--- src/hdl/agsc_pkg.sv ---
// Types and constants shared by the gain and soft clip blocks.
// No dependencies.
package agsc_pkg;

    localparam int NUM_CH     = 2;
    localparam int SAMPLE_W   = 24;
    localparam int GAIN_REG_W = 17;
    localparam int CHCNT_W    = 2;
    localparam int GAINED_W   = 25;
    localparam int NUM_W      = 40;
    localparam int PCM_W      = 16;
    localparam int DIV_STEPS  = 15;
    localparam int APB_ADDR_W = 3;
    localparam int APB_DATA_W = 32;

    localparam logic [CHCNT_W-1:0]    CHCNT_RESET = 2'd2;
    localparam logic [CHCNT_W-1:0]    CH_MONO     = 2'd1;
    localparam logic [GAIN_REG_W-1:0] GAIN_RESET  = 17'h10000;
    localparam logic [GAINED_W-1:0]   FULL_SCALE  = 25'h100000;

    localparam logic REG_CHANNEL_COUNT = 1'b0;
    localparam logic REG_VOLUME_GAIN   = 1'b1;

    typedef logic signed [SAMPLE_W-1:0] sample_t;
    typedef logic signed [GAINED_W-1:0] gained_t;

    typedef struct packed {
        logic signed [23:0] left_sample;
        logic signed [23:0] right_sample;
        logic [1:0]         channels_provided;
        logic               buffer_end_in;
    } in_item_t;

    typedef struct packed {
        logic signed [15:0] pcm_left;
        logic signed [15:0] pcm_right;
        logic               buffer_end_out;
    } out_item_t;

    typedef struct packed {
        logic                  mono;
        logic [GAIN_REG_W-1:0] gain;
    } cfg_t;

    // gained samples, index 0 left, index 1 right
    typedef struct packed {
        gained_t [NUM_CH-1:0] v;
        logic                 buffer_end;
    } frame_v_t;

    typedef struct packed {
        logic                 neg;
        logic [GAINED_W-1:0]  den;
        logic [GAINED_W-1:0]  rem;
        logic [DIV_STEPS-1:0] low;
        logic [DIV_STEPS-1:0] quo;
    } lane_t;

endpackage

--- src/hdl/agsc_regs.sv ---
// APB register file: channel count and Q16 volume gain.
// Depends on agsc_pkg.
module agsc_regs (
    input  logic                             aclk,
    input  logic                             aresetn,
    input  logic                             psel,
    input  logic                             penable,
    input  logic                             pwrite,
    input  logic [agsc_pkg::APB_ADDR_W-1:0]  paddr,
    input  logic [agsc_pkg::APB_DATA_W-1:0]  pwdata,
    output logic [agsc_pkg::APB_DATA_W-1:0]  prdata,
    output logic                             pready,
    output agsc_pkg::cfg_t                   cfg
);
    import agsc_pkg::*;

    logic [CHCNT_W-1:0]    chcnt_reg;
    logic [GAIN_REG_W-1:0] gain_reg;
    logic                  wr_en;

    assign pready = 1'b1;
    assign wr_en  = psel && penable && pwrite;

    always_ff @(posedge aclk) begin
        if (!aresetn) begin
            chcnt_reg <= CHCNT_RESET;
            gain_reg  <= GAIN_RESET;
        end else if (wr_en) begin
            unique case (paddr[2])
                REG_CHANNEL_COUNT: chcnt_reg <= pwdata[CHCNT_W-1:0];
                REG_VOLUME_GAIN:   gain_reg  <= pwdata[GAIN_REG_W-1:0];
                default:           ;
            endcase
        end
    end

    always_comb begin
        unique case (paddr[2])
            REG_CHANNEL_COUNT: prdata = APB_DATA_W'(chcnt_reg);
            REG_VOLUME_GAIN:   prdata = APB_DATA_W'(gain_reg);
            default:           prdata = '0;
        endcase
    end

    assign cfg.mono = (chcnt_reg == CH_MONO);
    assign cfg.gain = gain_reg;

endmodule

--- config.mk ---
export PLATFORM = sky130hd
export DESIGN_NAME = agsc_regs
export DESIGN_NICKNAME = d
export VERILOG_FILES = /design/src/hdl/agsc_pkg.sv /design/src/hdl/agsc_regs.sv
export SDC_FILE = /design/constraint.sdc
export NUM_CORES = 1
export LEC_CHECK = 0
export BUFFER_PORTS_ARGS = -buffer_cell sky130_fd_sc_hd__buf_2
export CORE_MARGIN = 3
export CORE_UTILIZATION = 41
export DETAILED_ROUTE_END_ITERATION = 8
export PLACE_DENSITY = 0.95
export SLEW_MARGIN = 20
export SYNTH_ARGS = -nofsm -noshare
export SYNTH_HDL_FRONTEND = slang
export SYNTH_SLANG_ARGS = --single-unit
export TNS_END_PERCENT = 20
--- constraint.sdc ---
create_clock -name aclk -period 2.35 [get_ports aclk]
set_input_delay 0 -clock aclk [delete_from_list [all_inputs] [get_ports aclk]]
set_output_delay 0 -clock aclk [all_outputs]
set_load 0.03 [all_outputs]
==> results.json <==
{
  "timing.rr.end": "gain_reg[4]",
  "initial_core_util_pct": 45.7,
  "htree_levels": 1,
  "diodes": 0,
  "ir_drop_mv": 0.332,
  "nNetsFinal": 230,
  "cap_violations": 0,
  "grt_overflow_total": 0,
  "area_growth_pct": 35.2,
  "synthCells": 121,
  "synth_top_cell_area_share_pct": 35.6,
  "worst_pin_slew_ns": 0.563,
  "clkTransAtPathRegs_ns": 0.10,
  "seq_area_frac_synth_pct": 35.6,
  "netlist_area_um2": 1070,
  "slew_viol_final": 0,
  "die_x_um": 57.1,
  "coreArea_um2": 2340,
  "p_leak_nw": 0.743,
  "pre_cts_slack_ns": 1.26,
  "period_share_pct": 45.0,
  "synth-main-ff-cell": "dfxtp_1",
  "hp-class": "in2reg",
  "post_cts_resized": 0,
  "max_clock_freq_mhz": 946,
  "stdcell_count": 217,
  "power_density_nw_per_um2": 442,
  "vias": 966,
  "reg2reg_slack_ns": 1.71,
  "synth_edf_count": 0,
  "viasPerCell": 4.45,
  "antenna_found_initial": 0,
  "port-buffer-count": 57,
  "drt_first_iter_violations": 42,
  "io_pins": 91,
  "final_hold_viol_count": 0,
  "async_flop_share_pct": 0,
  "largest_reg_flops": 17,
  "drc": 0,
  "synth_area_leaders": "dfxtp_1 36%, mux2i_1 18%, nand2_1 12%",
  "yosysWarnings": 0,
  "cp_max_fo": 3,
  "r2r-start": "gain_reg[4]",
  "sequentialPowerShare_pct": 52.3,
  "die_h_um": 57.1,
  "grt_pass1_vias": 935,
  "utilization_pct": 61.8,
  "totalWireLength_mm": 2.35,
  "place_inst": 196,
  "worstHoldStart": "penable",
  "setup_tns_ns": 0,
  "top_layer_used": "met4",
  "yosysTopAreaCell": "dfxtp_1",
  "firstDrtPassIters": 4,
  "critical_path_required_ns": 2.35,
  "drive_gt1_share_pct": 36.0,
  "met2WireLength_mm": 1.19,
  "p_comb_share_pct": 23.4,
  "drtAntennaViolNets": 0,
  "worst_slack_ns": 1.29,
  "period_minus_slack_ns": 1.06,
  "crit_path_end_kind": "output port",
  "ys_seq_elements": 19,
  "cts_tree": "built",
  "ys_types": 15,
  "routed-wl-met3_um": 201,
  "cp.arrival_ns": 1.06,
  "avgRoutedWirePerCell_um": 10.8,
  "min_to": "chcnt_reg[0]",
  "fillers": 218,
  "worstSetupPathType": "reg2out",
  "gp_congestion": 0.656,
  "yosysMostFrequentCell": "nand2_1",
  "p_sw_share_pct": 29.6,
  "grt_max_degree": 38,
  "reg2reg_depth": 2,
  "yosys-top-cells-count": "33 x nand2_1, 19 x dfxtp_1, 19 x mux2i_1",
  "cts_hold_buffers": 17,
  "start_kind": "flop",
  "p_sw_w": 0.000189,
  "min_path_cells": 3,
  "numCtsBuffers": 3,
  "hpwl_mm": 1.65,
  "clock_sinks": 19,
  "skew_ns": 0,
  "grt_setup_unrepaired": "no",
  "intPower_w": 0.000449,
  "setup_violations": 0,
  "clock_path_buffers": 2,
  "relSlewSlack_pct": 62.5,
  "postCtsSetupBuffers": 0,
  "postSynthAreaPerCell_um2": 8.83,
  "grtUsageTotal_pct": 15.4,
  "clk_latency_ns": 0.28,
  "clockPowerShare_pct": 24.3,
  "dieArea_um2": 3250,
  "grt_pass1_wl_mm": 4.01,
  "status": "finished, final reports clean",
  "wirelength_met1_um": 949,
  "num_rows": 17,
  "ctsRootBufferMaster": "clkbuf_4"
}
-- power by group through the flow --
stage          Sequential [W]  Clock [W]  Combinational (W)
2_1_floorplan        0.000353          0           0.000107
3_3_place_gp         0.000341          0           0.000126
3_5_place_dp         0.000341          0           0.000127
4_1_cts              0.000334   0.000163           0.000149
5_1_grt              0.000335   0.000176           0.000162
6_report             0.000334   0.000155           0.000150
-- placed cells by master (no fill, tap or decap) --
cell type and n:
nand2_1 33, nor2b_1 5, mux2_2 2, and2_2 5, mux2i_1 19, and4_4 1, buf_2 57, nand4b_1 1
dlygate4sd3_1 17, clkbuf_4 3, and2_1 10, clkbuf_1 1, dfxtp_1 19, conb_1 16
-- worst max path at each step --
stage	start	to	slack, ns	depth (start not counted)
final	gain_reg[0]	prdata[0]	1.29	2
after global routing	chcnt_reg[0]	prdata[0]	1.24	2
after CTS	chcnt_reg[0]	prdata[0]	1.27	2
after detailed placement	paddr[2]	gain_reg[4]	1.26	3
after global placement	paddr[2]	gain_reg[5]	1.30	3
after floorplan	gain_reg[10]	prdata[10]	1.51	1
-- stage by stage --
stage	cell area (um2)	hold slack (ns)	power (W)
final	1450	0.0939	0.000638
after global routing	1450	0.103	0.000674
after CTS	1450	0.0860	0.000646
after detailed placement	1250	0.255	0.000468
after global placement	1250	0.249	0.000467
after floorplan	1120	0.142	0.000461
-- critical path, stage by stage (launching register included) --
cell and delay [ns]:
dfxtp_1 0.34, mux2_2 0.26, buf_2 0.18
-- layout make-up --
class / instances / area (um2) / area share (%)
repair buffers: 74 / 455 / 31.5
clock buffers: 4 / 26.3 / 1.82
well taps: 28 / 35.0 / 2.42
multi-input cells: 92 / 548 / 37.9
flip-flops and latches: 19 / 380 / 26.3
-- metal layers --
layer  vias to the layer above  track usage, %
met2                        46            28.2
met4                         0            4.97
met1                       431            17.6
li1                        487               -
met5                         -               0
met3                         2            3.39
-- logic make-up after synthesis --
| logic type | after synthesis | share of synthesized area, % |
|---|---|---|
| AND/OR/NAND/NOR | 55 | 25.8 |
| buffers and inverters | 24 | 18.0 |
| multiplexers | 21 | 19.9 |
| other | 2 | 0.703 |
| flip-flops | 19 | 35.6 |
Note: power is estimated with default switching activity, not from simulation.
