`src/hdl/agsc_pkg.sv`:
```
// Types and constants shared by the gain and soft clip blocks.
// No dependencies.
package agsc_pkg;

    localparam int NUM_CH     = 2;
    localparam int SAMPLE_W   = 24;
    localparam int GAIN_REG_W = 17;
    localparam int CHCNT_W    = 2;
    localparam int GAINED_W   = 25;
    localparam int NUM_W      = 40;
    localparam int PCM_W      = 16;
    localparam int DIV_STEPS  = 15;
    localparam int APB_ADDR_W = 3;
    localparam int APB_DATA_W = 32;

    localparam logic [CHCNT_W-1:0]    CHCNT_RESET = 2'd2;
    localparam logic [CHCNT_W-1:0]    CH_MONO     = 2'd1;
    localparam logic [GAIN_REG_W-1:0] GAIN_RESET  = 17'h10000;
    localparam logic [GAINED_W-1:0]   FULL_SCALE  = 25'h100000;

    localparam logic REG_CHANNEL_COUNT = 1'b0;
    localparam logic REG_VOLUME_GAIN   = 1'b1;

    typedef logic signed [SAMPLE_W-1:0] sample_t;
    typedef logic signed [GAINED_W-1:0] gained_t;

    typedef struct packed {
        logic signed [23:0] left_sample;
        logic signed [23:0] right_sample;
        logic [1:0]         channels_provided;
        logic               buffer_end_in;
    } in_item_t;

    typedef struct packed {
        logic signed [15:0] pcm_left;
        logic signed [15:0] pcm_right;
        logic               buffer_end_out;
    } out_item_t;

    typedef struct packed {
        logic                  mono;
        logic [GAIN_REG_W-1:0] gain;
    } cfg_t;

    // gained samples, index 0 left, index 1 right
    typedef struct packed {
        gained_t [NUM_CH-1:0] v;
        logic                 buffer_end;
    } frame_v_t;

    typedef struct packed {
        logic                 neg;
        logic [GAINED_W-1:0]  den;
        logic [GAINED_W-1:0]  rem;
        logic [DIV_STEPS-1:0] low;
        logic [DIV_STEPS-1:0] quo;
    } lane_t;

endpackage

```
`src/hdl/agsc_queue.sv`:
```
// Short register queue between front end and soft clip pipeline.
// Depends on agsc_pkg.
module agsc_queue #(
    parameter int DEPTH = 2
) (
    input  logic                aclk,
    input  logic                aresetn,
    input  logic                push,
    output logic                wr_ready,
    input  agsc_pkg::frame_v_t  wr_data,
    input  logic                pop,
    output logic                rd_valid,
    output agsc_pkg::frame_v_t  rd_data
);
    import agsc_pkg::*;

    localparam int PTR_W = (DEPTH > 1) ? $clog2(DEPTH) : 1;
    localparam int CNT_W = $clog2(DEPTH + 1);

    frame_v_t           mem_reg [DEPTH];
    logic [PTR_W-1:0]   wr_ptr_reg;
    logic [PTR_W-1:0]   rd_ptr_reg;
    logic [CNT_W-1:0]   count_reg;
    logic [CNT_W-1:0]   count_next;
    logic               do_push;
    logic               do_pop;

    assign wr_ready = (count_reg != CNT_W'(DEPTH));
    assign rd_valid = (count_reg != '0);
    assign do_push  = push && wr_ready;
    assign do_pop   = pop && rd_valid;
    assign rd_data  = mem_reg[rd_ptr_reg];

    always_comb begin
        count_next = count_reg;
        case ({do_push, do_pop})
            2'b10:   count_next = count_reg + CNT_W'(1);
            2'b01:   count_next = count_reg - CNT_W'(1);
            default: count_next = count_reg;
        endcase
    end

    always_ff @(posedge aclk) begin
        if (!aresetn) begin
            wr_ptr_reg <= '0;
            rd_ptr_reg <= '0;
            count_reg  <= '0;
        end else begin
            count_reg <= count_next;
            if (do_push) begin
                wr_ptr_reg <= (wr_ptr_reg == PTR_W'(DEPTH - 1)) ? '0 : wr_ptr_reg + PTR_W'(1);
            end
            if (do_pop) begin
                rd_ptr_reg <= (rd_ptr_reg == PTR_W'(DEPTH - 1)) ? '0 : rd_ptr_reg + PTR_W'(1);
            end
        end
    end

    always_ff @(posedge aclk) begin
        if (do_push) begin
            mem_reg[wr_ptr_reg] <= wr_data;
        end
    end

endmodule

```
`config.mk`:
```
export PLATFORM = sky130hd
export DESIGN_NAME = agsc_queue
export DESIGN_NICKNAME = d
export VERILOG_FILES = /design/src/hdl/agsc_pkg.sv /design/src/hdl/agsc_queue.sv
export SDC_FILE = /design/constraint.sdc
export NUM_CORES = 1
export LEC_CHECK = 0
export BUFFER_PORTS_ARGS = -buffer_cell sky130_fd_sc_hd__buf_2
export CAP_MARGIN = 15
export CORE_AREA = 5 5 104 106
export DETAILED_ROUTE_END_ITERATION = 16
export DIE_AREA = 0 0 109 111
export PLACE_DENSITY_LB_ADDON = 0.08
export SYNTH_ARGS = -nofsm -noshare
export SYNTH_HDL_FRONTEND = slang
export SYNTH_SLANG_ARGS = --single-unit
```
`constraint.sdc`:
```
create_clock -name aclk -period 4.7 [get_ports aclk]
set_input_delay 0.705 -clock aclk [delete_from_list [all_inputs] [get_ports aclk]]
set_output_delay 0.705 -clock aclk [all_outputs]
set_load 0.005 [all_outputs]
```
==> impl_metrics.toml <==
[die]
die_area_sq_um = 12100
fp.dieH_microns = 111
num_rows = 36
die_x_microns = 109
core_area_sq_um = 9680
start_util_pct = 40.3
ios = 108

[cts]
cts-resized-gates = 0
numCtsBuffers = 9
htreeDepth = 3
hold_buffers = 0
cts_tree = "done"
root_buffer = "clkbuf_8"
clkTransAtPathRegs_ns = 0.09
cts_sinks = 107
clock_latency_ns = 0.36
cts_setup_buffers = 0
clk_path_buf_depth = 2

[place]
place_congestion = 0.688
post_dp_cell_area_sq_um = 4600
numPortBuffers = 107
dpl.hpwl_microns = 4680
post-place-ws_ns = 2.21

[final_layout]
syn_to_final_growth_pct = 22.7
regArea_sq_um = 3160
n_fill_cell = 851
drive_above_1_share_pct = 59.7
multi_input_area_sq_um = 707
nNetsFinal = 354
final_cell_area_sq_um = 4790
largest_reg_flops = 102
antenna_cells = 0

[global_routing]
grt_max_degree = 30
first_global_vias = 2162
grt_pass1_wl_microns = 10900
grt.overflow.total = 0
antenna_found_initial = 0
grtUsageTotal_pct = 12.0

[yosys]
synth-compound-area-share_pct = 0.962
synth_mux_area_share_pct = 14.7
avgSynthCellArea_sq_um = 21.3
yosysWarnings = 0
synthAdderAreaFrac_pct = 0.321
synthesis.area_sq_um = 3900
synthXorXnorAreaFrac_pct = 0.674
mappedNetlistNets = 239
ys_seq_elements = 107
synth_cells = 183
synth-simple-area-share_pct = 1.41
synth_cell_types = 21
seq_area_frac_synth_pct = 81.1
synth_top_family_by_area = "multiplexers"

[critical_path]
path_max_fanout = 27
reg2reg_from = "count_reg[0]$_SDFFE_PN0P_"
timing.rr.end = "mem_reg[1][1]$_DFFE_PP_"
regToRegSetupSlack_ns = 2.62
crit_type = "flip-flop to output pin"
crit_required_ns = 3.99
cpPeakStageDelay_ns = 0.73
cp_data_arrival_time_ns = 2.09
ff2ff_path_depth = 3
startpoint_type = "flip-flop"
endpoint_kind = "output pin"
cp_slowest_cell = "dfxtp_2"
cp_cell_sequence = "buf_4 > mux2_2 > buf_2"

[run_status]
status = "complete, no violations"

[timing]
max_freq_mhz = 358
finalSetupViolCount = 0
worst_slack_ns = 1.91
fin_worst_skew_ns = 0.0108
drv_slew = 0
relSlewSlack_pct = 59.7
finalHoldViolations = 0
finalCritPeriodShare_pct = 59.4
post-route-min-period_ns = 2.79
fin_setup_tns_ns = 0
worst_slew_pin_slew_ns = 0.604
rsz0062_at_grt = "no"

[routing]
routedWlPerCell_microns = 16.1
drt_iter0_markers = 35
vias_per_cell = 4.51
final_antenna_net_count = 0
firstDrtPassIters = 4
vias = 1966
drcViolationCount = 0
wl_microns = 7010

[hold_path]
hold_depth = 2
hold_path_startpoint = "count_reg[1]$_SDFFE_PN0P_"
min_to = "count_reg[1]$_SDFFE_PN0P_"
hp-class = "flip-flop to flip-flop"

[power]
leakage_nw = 1.76
power_density_nw_per_um2 = 497
vdd_drop_max_v = 0.000224

[job]
maxCapViolCount = 0
==> layer usage <==
metal	routed length (microns)	vias up	track usage, %
met5	0	-	0
met2	3430	64	19.5
met4	106	0	4.55
met3	478	10	4.02
met1	2990	945	14.7
li1	-	947	-
==> cells in the mapped netlist <==
cell type  instances  share of area, %
edfxtp_1         102                79
mux2_2            51                15
buf_2              5              0.64
dfxtp_1            5               2.6
xnor2_1            3              0.67
nor2b_1            2              0.32
a21bo_2            1              0.26
a21boi_0           1              0.19
a21boi_1           1              0.19
and2_1             1              0.16
and3_1             1              0.16
clkbuf_1           1             0.096
ha_1               1              0.32
inv_1              1             0.096
nand2_1            1             0.096
nand2b_1           1              0.16
nand3b_1           1              0.19
o21a_1             1              0.19
o21ai_0            1              0.13
or2_2              1              0.16
or3_1              1              0.16
==> worst max-delay path by stage <==
stage                              endpoint  cells after the start  slack (ns)       from
floorplan           mem_reg[1][0]$_DFFE_PP_                      1        2.32       push
global placement                rd_data[39]                      3        2.23  flip-flop
detailed placement              rd_data[39]                      3        2.21  flip-flop
CTS                             rd_data[39]                      3        1.80  flip-flop
global route                    rd_data[34]                      3        1.75  flip-flop
finish                          rd_data[19]                      3        1.91  flip-flop
==> placed cells by master (no fill, tap or decap), types with 2 or more instances in the layout <==
| master | synthesis | layout |
|---|---|---|
| nor2b_1 | 2 | 2 |
| buf_4 | 0 | 3 |
| xnor2_1 | 3 | 3 |
| mux2_2 | 51 | 51 |
| dfxtp_1 | 5 | 4 |
| clkbuf_8 | 0 | 11 |
| buf_2 | 5 | 107 |
| clkinv_4 | 0 | 2 |
| edfxtp_1 | 102 | 102 |
==> stage by stage <==
stage                     hold slack (ns)  total power [mW]  cells  utilization (%)
final                               0.522              2.38    436             49.4
after global routing                0.497              2.53    436             49.4
after global placement              0.497              1.90    420             47.5
after floorplan                     0.479              1.64    183                -
after detailed placement            0.511              1.90    420             47.5
after CTS                           0.506              2.43    436             49.4
==> logic make-up after synthesis <==
family | Yosys count
AOI/OAI and AO/OA | 5
xor gates and xnor gates | 3
adders and majority gates | 1
buffers and inverters | 7
DFF | 107
muxes | 51
and+or+nand+nor | 9
==> critical path, delay by kind of cell (launching register included) <==
kind	cells	cell delay [ns]
buf+inv	2	0.59
flops	1	0.73
mux	1	0.39
==> final cells by class <==
| class | instances | area share [%] |
|---|---|---|
| Multi-Input combinational cell | 69 | 14.8 |
| Clock buffer | 12 | 3.24 |
| Clock inverter | 4 | 0.706 |
| Sequential cell | 107 | 66.1 |
| Inverter | 1 | 0.0784 |
| Timing Repair Buffer | 110 | 11.7 |
| Tap cell | 133 | 3.48 |
==> report_power, final <==
part           leakage, nW  internal (mW)  switching (mW)  total [mW]
sequential           0.996           1.20          0.0660        1.27
combinational        0.675          0.321           0.269       0.590
clock               0.0932          0.226           0.297       0.523
total                 1.76           1.75           0.632        2.38
Power figures use the tool's default switching activity.
