`src/hdl/agsc_pkg.sv`:
```
// Types and constants shared by the gain and soft clip blocks.
// No dependencies.
package agsc_pkg;

    localparam int NUM_CH     = 2;
    localparam int SAMPLE_W   = 24;
    localparam int GAIN_REG_W = 17;
    localparam int CHCNT_W    = 2;
    localparam int GAINED_W   = 25;
    localparam int NUM_W      = 40;
    localparam int PCM_W      = 16;
    localparam int DIV_STEPS  = 15;
    localparam int APB_ADDR_W = 3;
    localparam int APB_DATA_W = 32;

    localparam logic [CHCNT_W-1:0]    CHCNT_RESET = 2'd2;
    localparam logic [CHCNT_W-1:0]    CH_MONO     = 2'd1;
    localparam logic [GAIN_REG_W-1:0] GAIN_RESET  = 17'h10000;
    localparam logic [GAINED_W-1:0]   FULL_SCALE  = 25'h100000;

    localparam logic REG_CHANNEL_COUNT = 1'b0;
    localparam logic REG_VOLUME_GAIN   = 1'b1;

    typedef logic signed [SAMPLE_W-1:0] sample_t;
    typedef logic signed [GAINED_W-1:0] gained_t;

    typedef struct packed {
        logic signed [23:0] left_sample;
        logic signed [23:0] right_sample;
        logic [1:0]         channels_provided;
        logic               buffer_end_in;
    } in_item_t;

    typedef struct packed {
        logic signed [15:0] pcm_left;
        logic signed [15:0] pcm_right;
        logic               buffer_end_out;
    } out_item_t;

    typedef struct packed {
        logic                  mono;
        logic [GAIN_REG_W-1:0] gain;
    } cfg_t;

    // gained samples, index 0 left, index 1 right
    typedef struct packed {
        gained_t [NUM_CH-1:0] v;
        logic                 buffer_end;
    } frame_v_t;

    typedef struct packed {
        logic                 neg;
        logic [GAINED_W-1:0]  den;
        logic [GAINED_W-1:0]  rem;
        logic [DIV_STEPS-1:0] low;
        logic [DIV_STEPS-1:0] quo;
    } lane_t;

endpackage

```
`src/hdl/agsc_front.sv`:
```
// Front end: takes input transfers, mutes unused channels, applies the Q16 gain.
// Depends on agsc_pkg.
module agsc_front (
    input  logic                 aclk,
    input  logic                 aresetn,
    input  agsc_pkg::cfg_t       cfg,
    input  logic                 s_valid,
    output logic                 s_ready,
    input  agsc_pkg::in_item_t   s_data,
    output logic                 q_push,
    input  logic                 q_ready,
    output agsc_pkg::frame_v_t   q_data
);
    import agsc_pkg::*;

    logic                vld_reg;
    sample_t             x_reg [NUM_CH];
    logic                be_reg;
    logic                accept;
    logic                left_on;
    logic                right_on;
    logic signed [41:0]  prod [NUM_CH];

    assign s_ready  = !vld_reg || q_ready;
    assign accept   = s_valid && s_ready;
    assign left_on  = (s_data.channels_provided != 2'd0);
    assign right_on = s_data.channels_provided[1] && !cfg.mono;
    assign q_push   = vld_reg && q_ready;

    always_ff @(posedge aclk) begin
        if (!aresetn) begin
            vld_reg <= 1'b0;
        end else if (s_ready) begin
            vld_reg <= s_valid;
        end
    end

    always_ff @(posedge aclk) begin
        if (accept) begin
            x_reg[0] <= left_on  ? s_data.left_sample  : '0;
            x_reg[1] <= right_on ? s_data.right_sample : '0;
            be_reg   <= s_data.buffer_end_in;
        end
    end

    // floor shift by 16 is an arithmetic slice of the product
    always_comb begin
        for (int c = 0; c < NUM_CH; c++) begin
            prod[c]   = 42'(x_reg[c]) * 42'($signed({1'b0, cfg.gain}));
            q_data.v[c] = prod[c][40:16];
        end
        q_data.buffer_end = be_reg;
    end

endmodule

```
`config.mk`:
```
export PLATFORM = sky130hd
export DESIGN_NAME = agsc_front
export DESIGN_NICKNAME = d
export VERILOG_FILES = /design/src/hdl/agsc_pkg.sv /design/src/hdl/agsc_front.sv
export SDC_FILE = /design/constraint.sdc
export NUM_CORES = 2
export LEC_CHECK = 0
export ABC_AREA = 1
export BUFFER_PORTS_ARGS = -buffer_cell sky130_fd_sc_hd__buf_2
export CORE_MARGIN = 2
export CORE_UTILIZATION = 47
export DETAILED_ROUTE_END_ITERATION = 7
export PLACE_DENSITY = 0.74
export SYNTH_ARGS = -nofsm -noshare
export SYNTH_HDL_FRONTEND = slang
export SYNTH_SLANG_ARGS = --single-unit
```
`constraint.sdc`:
```
create_clock -name aclk -period 7.17 [get_ports aclk]
set_input_delay 1.0755 -clock aclk [delete_from_list [all_inputs] [get_ports aclk]]
set_output_delay 1.0755 -clock aclk [all_outputs]
set_load 0.005 [all_outputs]
```
==> summary by stage <==
Die
The region available for standard cell placement spans 68,800 um^2. The initial utilization of the core area, before any placement, comes to 47.6%. The floorplan step defined a die boundary enclosing ~72,000 um^2. The die is 268 um tall.

The die boundary width is 268 um. 126 I/O pins were placed. The row count is 96.

Logic synthesis
The number of enable flip-flop cells after synthesis is 49. The dominant cell by count in the synthesized netlist is sky130_fd_sc_hd__inv_1. The cell count after synthesis is 4,316. Synthesis instantiated 38 different standard cells from the library. The synthesized netlist occupies a cell area of 32,800 um^2. sky130_fd_sc_hd__fa_1 takes more of the synthesized area than any other cell. Sorting the synthesized cells by how often they occur yields sky130_fd_sc_hd__inv_1, sky130_fd_sc_hd__nand2_1, sky130_fd_sc_hd__fa_1, sky130_fd_sc_hd__ha_1, sky130_fd_sc_hd__nor2_1. Each instance of the synthesized netlist takes up on average 7.59 um^2.

During synthesis, Yosys emitted a total of 0 warnings. In the synthesized netlist the async set-or-reset flop fraction comes to 0%. In the synthesized netlist the dominant register cell turns out to be sky130_fd_sc_hd__edfxtp_1. Summing the sequential cell areas from Yosys gives roughly 4.6% of the chip area. By area the synthesized netlist is led by sky130_fd_sc_hd__fa_1, sky130_fd_sc_hd__inv_1, sky130_fd_sc_hd__nand2_1. The flop and latch count out of synthesis is 50.

The number of nets handed over by synthesis was about 5,400. Summed over its instances, the top area cell type makes up 48.1% of the synthesized netlist area.

Detailed routing
After detailed routing, the average wire length per cell comes to 17.2 um. For this run, the detailed router's first-pass iteration total came to 8. Detailed routing inserted a total of between 20,000 and 30,000 vias. The initial DRC count is 2,159. The per-cell via count in the routed design is ~5.0. In the routed design, unresolved DRC markers number 3. The number of nets still failing antenna checks after routing is 0. Wires add up to 96,300 um.

STA
The final critical delay including setup and external delays is 7.32 ns. The final number of hold-violating endpoints was 0. The worst pin sits at a relative slew slack of between 20 and 30%.

Setup repair after global routing could not meet its margin everywhere. The final-report setup violation count is 44. The summed negative setup slack over all endpoints is -2.84 ns. The max-slew violation count is 0. In the finished design, the share of the clock period the worst path needs comes to 102%. The achievable frequency is 137 MHz. Across the routed clock network, the largest skew measured is 0.00180 ns. At the pin with the least slew margin, the transition time is about 1.1 ns. The worst path setup slack after routing is -0.149 ns.

Placement
The congestion estimate from routability-driven global placement came to between 0.9 and 1. Port buffering added 125 buffers. The half-perimeter wire length after detailed placement is 72,000 um.

Setup path
The maximum net fanout on the critical path is 6. The logic depth of the worst register-to-register path is 2. The end of the worst register-to-register path is x_reg[0][31]. STA classifies the critical path startpoint as a primary input.

The start point of the critical path is cfg[4]. The critical setup path kind is in2out. The launch instance of the worst register-to-register path is vld_reg. For the worst setup path, the data arrival time is 6.24 ns. Across all register-to-register paths, the minimum setup slack is ~5.7 ns. For the worst setup path, the data required time is between 6 and 7 ns.

The type of element capturing the critical path is an output port.

Hold path
The startpoint of the most critical hold path is vld_reg. The worst hold path belongs to the class reg2reg. The worst hold path terminates at vld_reg. Along the worst hold path, the cell count comes to 2.

Clock network
TritonCTS built the clock tree. In this run the clock root is driven by a sky130_fd_sc_hd__clkbuf_16. The CTS clock-pin slew for the worst setup and hold paths is 0.07 ns. The hold buffer count at CTS is 0. CTS saw 50 sinks. The clock insertion delay at the later pin of the skew report is 0.30 ns. The number of buffers created by CTS is 5.

The deepest level of the CTS H-tree is 2. The maximum buffer depth of the clock tree is 2.

Run
Across the run, the number of max-cap violations was 0.

Outcome
The flow ran to the end, but the final reports show violations. The final reports fail on design-rule violations, negative setup slack.

Layout
After the last flow step, the layout net total stands at 5,727. The number of antenna cells inserted is 0. The proportion of layout cells with a drive suffix above 1 is 24.7%. From synthesis to final layout, the design area changed by 25.1%.

The register with the most flip-flops in the layout has 48 of them.

Global route
The via count of the first global-routing pass is approximately 30,000. The first global-routing pass estimated between 150,000 and 200,000 um of wire. The total track usage is a little over a quarter. The number of antenna violations at the first check in global routing is 1. The total congestion overflow after global routing is 0. The largest net degree at the start of global routing is 50.
## placed cells by master, fill, tap and decap left out, drive strengths merged, types with 10 or more instances in the layout
cell type,netlist,layout
nand3,58,58
fa,788,788
a21oi,81,81
clkbuf,157,15
nor2,188,188
xnor2,14,14
edfxtp,49,49
buf,27,527
a21o,10,10
xor2,26,26
inv,1447,1447
o21bai,19,19
ha,192,192
nor3,16,16
o21ai,28,28
nand2,1178,1178
nand4,11,11
## how the worst max path moves through the flow
stage               cells after the start  slack (ns)    endpoint
floorplan                              22      0.0002  q_data[19]
global placement                       25       -0.47  q_data[24]
detailed placement                     22       -0.55  q_data[24]
CTS                                    26       -0.09  q_data[47]
global route                           25       -0.30  q_data[24]
finish                                 28       -0.15  q_data[47]
## critical path: stages
cell                        delay [ns]
sky130_fd_sc_hd__buf_12           0.13
sky130_fd_sc_hd__clkbuf_16        0.18
sky130_fd_sc_hd__nand2_4          0.06
sky130_fd_sc_hd__inv_2            0.05
sky130_fd_sc_hd__fa_1             0.54
sky130_fd_sc_hd__inv_2            0.05
sky130_fd_sc_hd__fa_1             0.50
sky130_fd_sc_hd__fa_2             0.54
sky130_fd_sc_hd__inv_2            0.05
sky130_fd_sc_hd__fa_2             0.47
sky130_fd_sc_hd__fa_1             0.53
sky130_fd_sc_hd__inv_2            0.04
sky130_fd_sc_hd__fa_1             0.52
sky130_fd_sc_hd__inv_2            0.05
sky130_fd_sc_hd__ha_4             0.29
sky130_fd_sc_hd__nand2_4          0.06
sky130_fd_sc_hd__inv_4            0.06
sky130_fd_sc_hd__nand2_4          0.07
sky130_fd_sc_hd__buf_4            0.14
sky130_fd_sc_hd__nor2_4           0.10
sky130_fd_sc_hd__and3_4           0.21
sky130_fd_sc_hd__nand2_4          0.06
sky130_fd_sc_hd__nand2_4          0.09
sky130_fd_sc_hd__nand2_2          0.06
sky130_fd_sc_hd__nand2_1          0.06
sky130_fd_sc_hd__nand2_1          0.06
sky130_fd_sc_hd__nand2_2          0.07
sky130_fd_sc_hd__buf_2            0.11
## cell families after synthesis
group           share of synthesized area (%)
xor+xnor                                 1.07
compound gates                           2.66
fa+ha+maj                                55.5
buf+inv                                  18.7
flops                                    4.55
simple gates                             17.5
## final cells by class
type                       instances  area, um^2
sequential                        50        1490
fill                            5594       27800
timing repair buffer             535        5020
inverter                        1447        5440
clock inverter                     1        30.0
tap                              931        1160
multi-input combinational       2635       27700
clock buffer                       7         133
## timing repair
action / 4_1_cts / 5_1_grt
setup endpoints to repair: 50 / 50
pin swaps: 122 / 303
setup buffers: 25 / 45
gates cloned: 13 / 8
gates resized for setup: 372 / 470
## per-stage QoR
| stage | setup WS, ns | instance area [um^2] | utilization [%] | hold slack [ns] | cells |
|---|---|---|---|---|---|
| 2_1_floorplan | 0.000191 | 32800 | - | 0.507 | 4316 |
| 3_3_place_gp | -0.474 | 36700 | 53.3 | 0.561 | 5508 |
| 3_5_place_dp | -0.553 | 36700 | 53.3 | 0.570 | 5508 |
| 4_1_cts | -0.0907 | 38900 | 56.6 | 0.581 | 5554 |
| 5_1_grt | -0.301 | 41000 | 59.6 | 0.623 | 5606 |
| 6_report | -0.149 | 41000 | 59.6 | 0.572 | 5606 |
## metal layers
layer	vias up	global-route usage [%]	share of wire, %
met4	2	7.56	4.0
met1	13787	35.4	39
met3	325	4.79	9.2
li1	12594	-	-
met5	-	0	0.0093
met2	1262	44.5	48
Power is not shown: default switching activity piles up to over one toggle a cycle in this logic, so the estimate is an artifact.
