===== config.mk =====
export PLATFORM = sky130hd
export DESIGN_NAME = agsc_back
export DESIGN_NICKNAME = d
export VERILOG_FILES = /design/src/hdl/agsc_pkg.sv /design/src/hdl/agsc_back.sv
export SDC_FILE = /design/constraint.sdc
export NUM_CORES = 2
export LEC_CHECK = 0
export BUFFER_PORTS_ARGS = -buffer_cell sky130_fd_sc_hd__buf_2
export CORE_ASPECT_RATIO = 2
export CORE_MARGIN = 2
export CORE_UTILIZATION = 40
export CTS_CLUSTER_DIAMETER = 200
export DETAILED_ROUTE_END_ITERATION = 10
export PLACE_DENSITY = 0.63
export SLEW_MARGIN = 20
export SYNTH_ARGS = -nofsm -noshare
export SYNTH_HDL_FRONTEND = slang
export SYNTH_SLANG_ARGS = --single-unit

===== constraint.sdc =====
create_clock -name aclk -period 129.7 [get_ports aclk]
set_input_delay 25.94 -clock aclk [delete_from_list [all_inputs] [get_ports aclk]]
set_output_delay 25.94 -clock aclk [all_outputs]
set_load 0.01 [all_outputs]

===== src/hdl/agsc_pkg.sv =====
// Types and constants shared by the gain and soft clip blocks.
// No dependencies.
package agsc_pkg;

    localparam int NUM_CH     = 2;
    localparam int SAMPLE_W   = 24;
    localparam int GAIN_REG_W = 17;
    localparam int CHCNT_W    = 2;
    localparam int GAINED_W   = 25;
    localparam int NUM_W      = 40;
    localparam int PCM_W      = 16;
    localparam int DIV_STEPS  = 15;
    localparam int APB_ADDR_W = 3;
    localparam int APB_DATA_W = 32;

    localparam logic [CHCNT_W-1:0]    CHCNT_RESET = 2'd2;
    localparam logic [CHCNT_W-1:0]    CH_MONO     = 2'd1;
    localparam logic [GAIN_REG_W-1:0] GAIN_RESET  = 17'h10000;
    localparam logic [GAINED_W-1:0]   FULL_SCALE  = 25'h100000;

    localparam logic REG_CHANNEL_COUNT = 1'b0;
    localparam logic REG_VOLUME_GAIN   = 1'b1;

    typedef logic signed [SAMPLE_W-1:0] sample_t;
    typedef logic signed [GAINED_W-1:0] gained_t;

    typedef struct packed {
        logic signed [23:0] left_sample;
        logic signed [23:0] right_sample;
        logic [1:0]         channels_provided;
        logic               buffer_end_in;
    } in_item_t;

    typedef struct packed {
        logic signed [15:0] pcm_left;
        logic signed [15:0] pcm_right;
        logic               buffer_end_out;
    } out_item_t;

    typedef struct packed {
        logic                  mono;
        logic [GAIN_REG_W-1:0] gain;
    } cfg_t;

    // gained samples, index 0 left, index 1 right
    typedef struct packed {
        gained_t [NUM_CH-1:0] v;
        logic                 buffer_end;
    } frame_v_t;

    typedef struct packed {
        logic                 neg;
        logic [GAINED_W-1:0]  den;
        logic [GAINED_W-1:0]  rem;
        logic [DIV_STEPS-1:0] low;
        logic [DIV_STEPS-1:0] quo;
    } lane_t;

endpackage


===== src/hdl/agsc_back.sv =====
// Back end: soft clip 32767*|v|/(2^20+|v|) as a pipelined restoring divider,
// one quotient bit per stage, then the output register. Depends on agsc_pkg.
module agsc_back (
    input  logic                aclk,
    input  logic                aresetn,
    input  logic                q_valid,
    output logic                q_pop,
    input  agsc_pkg::frame_v_t  q_data,
    output logic                m_valid,
    input  logic                m_ready,
    output agsc_pkg::out_item_t m_data
);
    import agsc_pkg::*;

    lane_t             lane_reg [DIV_STEPS+1][NUM_CH];
    logic              be_reg   [DIV_STEPS+1];
    logic              vld_reg  [DIV_STEPS+1];
    logic              m_valid_reg;
    out_item_t         m_data_reg;
    logic              en;

    function automatic lane_t lane_init(input gained_t v);
        logic [GAINED_W-1:0] mag;
        logic [NUM_W-1:0]    num;
        lane_t               l;
        mag   = v[GAINED_W-1] ? GAINED_W'(-v) : GAINED_W'(v);
        num   = {mag, 15'b0} - NUM_W'(mag);
        l.neg = v[GAINED_W-1];
        l.den = mag + FULL_SCALE;
        l.rem = {1'b0, num[38:DIV_STEPS]};
        l.low = num[DIV_STEPS-1:0];
        l.quo = '0;
        return l;
    endfunction

    function automatic lane_t lane_step(input lane_t l);
        logic [GAINED_W:0] t;
        logic              qb;
        lane_t             o;
        o  = l;
        t  = {l.rem, l.low[DIV_STEPS-1]};
        qb = (t >= {1'b0, l.den});
        o.rem = qb ? GAINED_W'(t - {1'b0, l.den}) : t[GAINED_W-1:0];
        o.low = {l.low[DIV_STEPS-2:0], 1'b0};
        o.quo = {l.quo[DIV_STEPS-2:0], qb};
        return o;
    endfunction

    function automatic logic [PCM_W-1:0] to_pcm(input lane_t l);
        logic [PCM_W-1:0] q;
        q = {1'b0, l.quo};
        return l.neg ? -q : q;
    endfunction

    assign en      = !m_valid_reg || m_ready;
    assign q_pop   = en;
    assign m_valid = m_valid_reg;
    assign m_data  = m_data_reg;

    always_ff @(posedge aclk) begin
        if (!aresetn) begin
            for (int k = 0; k <= DIV_STEPS; k++) begin
                vld_reg[k] <= 1'b0;
            end
            m_valid_reg <= 1'b0;
        end else if (en) begin
            vld_reg[0] <= q_valid;
            for (int k = 1; k <= DIV_STEPS; k++) begin
                vld_reg[k] <= vld_reg[k-1];
            end
            m_valid_reg <= vld_reg[DIV_STEPS];
        end
    end

    always_ff @(posedge aclk) begin
        if (en) begin
            for (int c = 0; c < NUM_CH; c++) begin
                lane_reg[0][c] <= lane_init(q_data.v[c]);
                for (int k = 1; k <= DIV_STEPS; k++) begin
                    lane_reg[k][c] <= lane_step(lane_reg[k-1][c]);
                end
            end
            be_reg[0] <= q_data.buffer_end;
            for (int k = 1; k <= DIV_STEPS; k++) begin
                be_reg[k] <= be_reg[k-1];
            end
            m_data_reg.pcm_left       <= to_pcm(lane_reg[DIV_STEPS][0]);
            m_data_reg.pcm_right      <= to_pcm(lane_reg[DIV_STEPS][1]);
            m_data_reg.buffer_end_out <= be_reg[DIV_STEPS];
        end
    end

endmodule


==> impl_metrics.csv <==
group,metric,value,unit
routing,wl_per_cell,18.04,um
routing,route.antenna.remaining_nets,0,
routing,dr_total_vias,69877,
layout,layout-area-overhead-vs-synth,10.45,%
timing,period_share,0.4088,
critical_path,critPathArrivalTime,27080,ps
timing,totalNegativeSetupSlack,0,ps
synthesis,synth_warnings,0,
critical_path,r2r_slack,123530,ps
power_and_ir_drop,switchingPower,1.145,mW
placement,post-dp-hpwl,185900,um
global_route,grt_overflow,0,
layout,design.final.nets,10447,
power_and_ir_drop,power.sequential.fraction,0.362,
critical_path,crit_type,"input port to output pin",
power_and_ir_drop,power_density_cells,25.86,mW/mm2
power_and_ir_drop,overall_power_consumption,3.126,mW
synthesis,ffs_latches_synth,2044,
routing,routed_wirelength,239800,um
timing,setup_slack,76680,ps
clocking,cts.repair_timing.setup_buffer_count,0,
global_route,gr-usage-all-layers,0.1688,
floorplan,starting_density,0.4020,
critical_path,r2r-start,"m_valid$_SDFFE_PN0N_",
clocking,clockRootBuffer,"sky130_fd_sc_hd__clkbuf_16",
timing,timing.final.hold_violations,0,
synthesis,ys_async_sr_fraction,0,
placement,place_worst_setup_slack,76300,ps
synthesis,ys_seq_area_frac,0.5598,
floorplan,floorplan.die.width,373.9,um
clocking,clk_path_buf_depth,4,
synthesis,ys_flop_type,"sky130_fd_sc_hd__edfxtp_1",
min_path,hold_path.class,"flop to flop",
placement,place_area,0.1144,mm2
power_and_ir_drop,netSwitchingFraction,0.3663,
timing,worst_clk_skew,45.72,ps
layout,layout-drive-gt1-share,0.08126,
layout,layout_commonest_cell,"sky130_fd_sc_hd__edfxtp_1",
layout,finalCoreUtilization,0.4440,
synthesis,avg_inst_size_synth,11.65,um2
timing,final_max_slew_viol_count,0,
placement,port_buffers,89,
routing,via_per_inst,5.255,
synthesis,syn_area,0.1095,mm2
layout,layout.cells.most_common_list,"sky130_fd_sc_hd__edfxtp_1, sky130_fd_sc_hd__inv_1, sky130_fd_sc_hd__ha_1, sky130_fd_sc_hd__a21oi_1, sky130_fd_sc_hd__nor2_1",
floorplan,dieArea,0.2781,mm2
timing,whs,392.4,ps
global_route,antenna_violations_before_repair,4,
timing,setup_viol_count_final,0,
synthesis,synth.distinct_cells,95,
job,cap_violations,0,
floorplan,core_region_area,0.2723,mm2
clocking,worst_skew_pair.late_latency,870,ps
critical_path,setup.worst_path.end,"q_pop",
timing,worst_slew_pin_slew,1210,ps
timing,slew_headroom,0.1724,
global_route,grt_pass1_wl,374700,um
power_and_ir_drop,leakagePower,49.49,nW
routing,route.detailed.drc,0,
timing,max_clock_freq,18.86,MHz
global_route,first_global_vias,72597,
floorplan,top_level_ports,90,
layout,final-instance-count-excl-fill,13296,
run_status,result_of_the_run,"finished clean",
synthesis,mappedNetlistNets,10245,
clocking,tritoncts.num_buffers,194,
critical_path,cp_data_required_time,103760,ps
floorplan,die_height,743.8,um
power_and_ir_drop,ir_drop,11.83,uV
layout,postLayoutCellArea,0.1209,mm2
critical_path,r2r.worst_path.cells,8,
clocking,clock_sinks,2044,
synthesis,synth_enable_flop_cells,2034,
critical_path,cp_max_fo,48,
routing,drt_first_iter_violations,3168,
clocking,htree_levels,4,
routing,detail_route.first_pass.iterations,7,
placement,dp_cells,12947,
timing,grt_setup_unrepaired,"false",
critical_path,r2r-end,"be_reg[10]$_DFFE_PN_",
critical_path,setup.worst_path.end_class,"output pin",
clocking,cts.reportedPaths.clkPinSlew,60,ps
power_and_ir_drop,comb_power_share,0.450,
critical_path,timing.critical_path.from_type,"input port",
synthesis,syn_inst,9393,
timing,period_needed,53020,ps
clocking,tritoncts,"done",
power_and_ir_drop,cell_internal_pwr,1.981,mW
global_route,grt_start_max_net_pins,202,
layout,largest_reg_flops,1978,
clocking,post_cts.resized_instances,0,
placement,place_congestion,0.9867,
power_and_ir_drop,power_frac_clock,0.188,
critical_path,crit_path_start,"m_ready",
clocking,post_cts_hold_fix_bufs,0,
floorplan,floorplan.rows,271,
[cell type report]
cell class,instances,area [um2]
Tap cell,3549,4441
Inverter,1043,3923
Multi-Input combinational cell,6159,43790
Timing Repair Buffer,153,963.4
Fill cell,24555,151400
Clock inverter,125,1483
Sequential cell,2044,61280
Antenna cell,1,2.502
Clock buffer,222,5024
[synth_stat cells, types with 106 or more instances]
library cell / n / area share
sky130_fd_sc_hd__nand3_1: 144 / 0.0066
sky130_fd_sc_hd__edfxtp_1: 2034 / 0.56
sky130_fd_sc_hd__clkbuf_1: 126 / 0.0043
sky130_fd_sc_hd__xor2_1: 252 / 0.020
sky130_fd_sc_hd__a21o_1: 316 / 0.022
sky130_fd_sc_hd__nor3_1: 145 / 0.0066
sky130_fd_sc_hd__nor2b_1: 118 / 0.0067
sky130_fd_sc_hd__xnor2_1: 415 / 0.033
sky130_fd_sc_hd__ha_1: 769 / 0.088
sky130_fd_sc_hd__o21a_1: 116 / 0.0080
sky130_fd_sc_hd__nand2_1: 560 / 0.019
sky130_fd_sc_hd__nand4_1: 106 / 0.0061
sky130_fd_sc_hd__nor2_1: 627 / 0.021
sky130_fd_sc_hd__nand2b_1: 110 / 0.0063
sky130_fd_sc_hd__a21oi_1: 700 / 0.032
sky130_fd_sc_hd__mux2_2: 223 / 0.023
sky130_fd_sc_hd__o21ai_0: 524 / 0.024
sky130_fd_sc_hd__inv_1: 1041 / 0.036
[power groups by stage]
stage | sequential, mW | clock [mW] | combinational (mW)
floorplan | 1.10 | 0 | 1.08
global placement | 1.14 | 0 | 1.36
detailed placement | 1.15 | 0 | 1.40
CTS | 1.13 | 0.607 | 1.41
global route | 1.15 | 0.628 | 1.56
finish | 1.13 | 0.588 | 1.41
[cell families after synthesis]
group	after synthesis	synth area share
compound gates	2280	0.1315
fa+ha+maj	799	0.09320
flops	2044	0.5598
simple gates	2169	0.09601
xor+xnor	671	0.05403
buf+inv	1190	0.04095
mux	240	0.02449
[routing by layer]
metal  track usage  part of all wire
met5             0                 0
met3       0.01662             0.023
met2        0.3741              0.61
met4       0.09426             0.058
met1        0.1355              0.31
[worst max-delay path: stages]
cell	delay [ps]
sky130_fd_sc_hd__buf_2	100
sky130_fd_sc_hd__nor2b_2	490
sky130_fd_sc_hd__inv_8	250
sky130_fd_sc_hd__buf_2	240
[worst min-delay path by stage]
stage / start / endpoint / slack, ps / depth (start not counted)
2_1_floorplan: be_reg[9]$_DFFE_PN_ / be_reg[10]$_DFFE_PN_ / 400 / 0
3_3_place_gp: lane_reg[0][1217]$_DFFE_PN_ / lane_reg[0][1380]$_DFFE_PN_ / 400 / 0
3_5_place_dp: lane_reg[0][890]$_DFFE_PN_ / lane_reg[0][1052]$_DFFE_PN_ / 400 / 0
4_1_cts: lane_reg[0][511]$_DFFE_PN_ / lane_reg[0][674]$_DFFE_PN_ / 390 / 0
5_1_grt: lane_reg[0][1055]$_DFFE_PN_ / lane_reg[0][1218]$_DFFE_PN_ / 390 / 0
6_report: lane_reg[0][1055]$_DFFE_PN_ / lane_reg[0][1218]$_DFFE_PN_ / 390 / 0
Note: power is estimated with default switching activity, not from simulation.
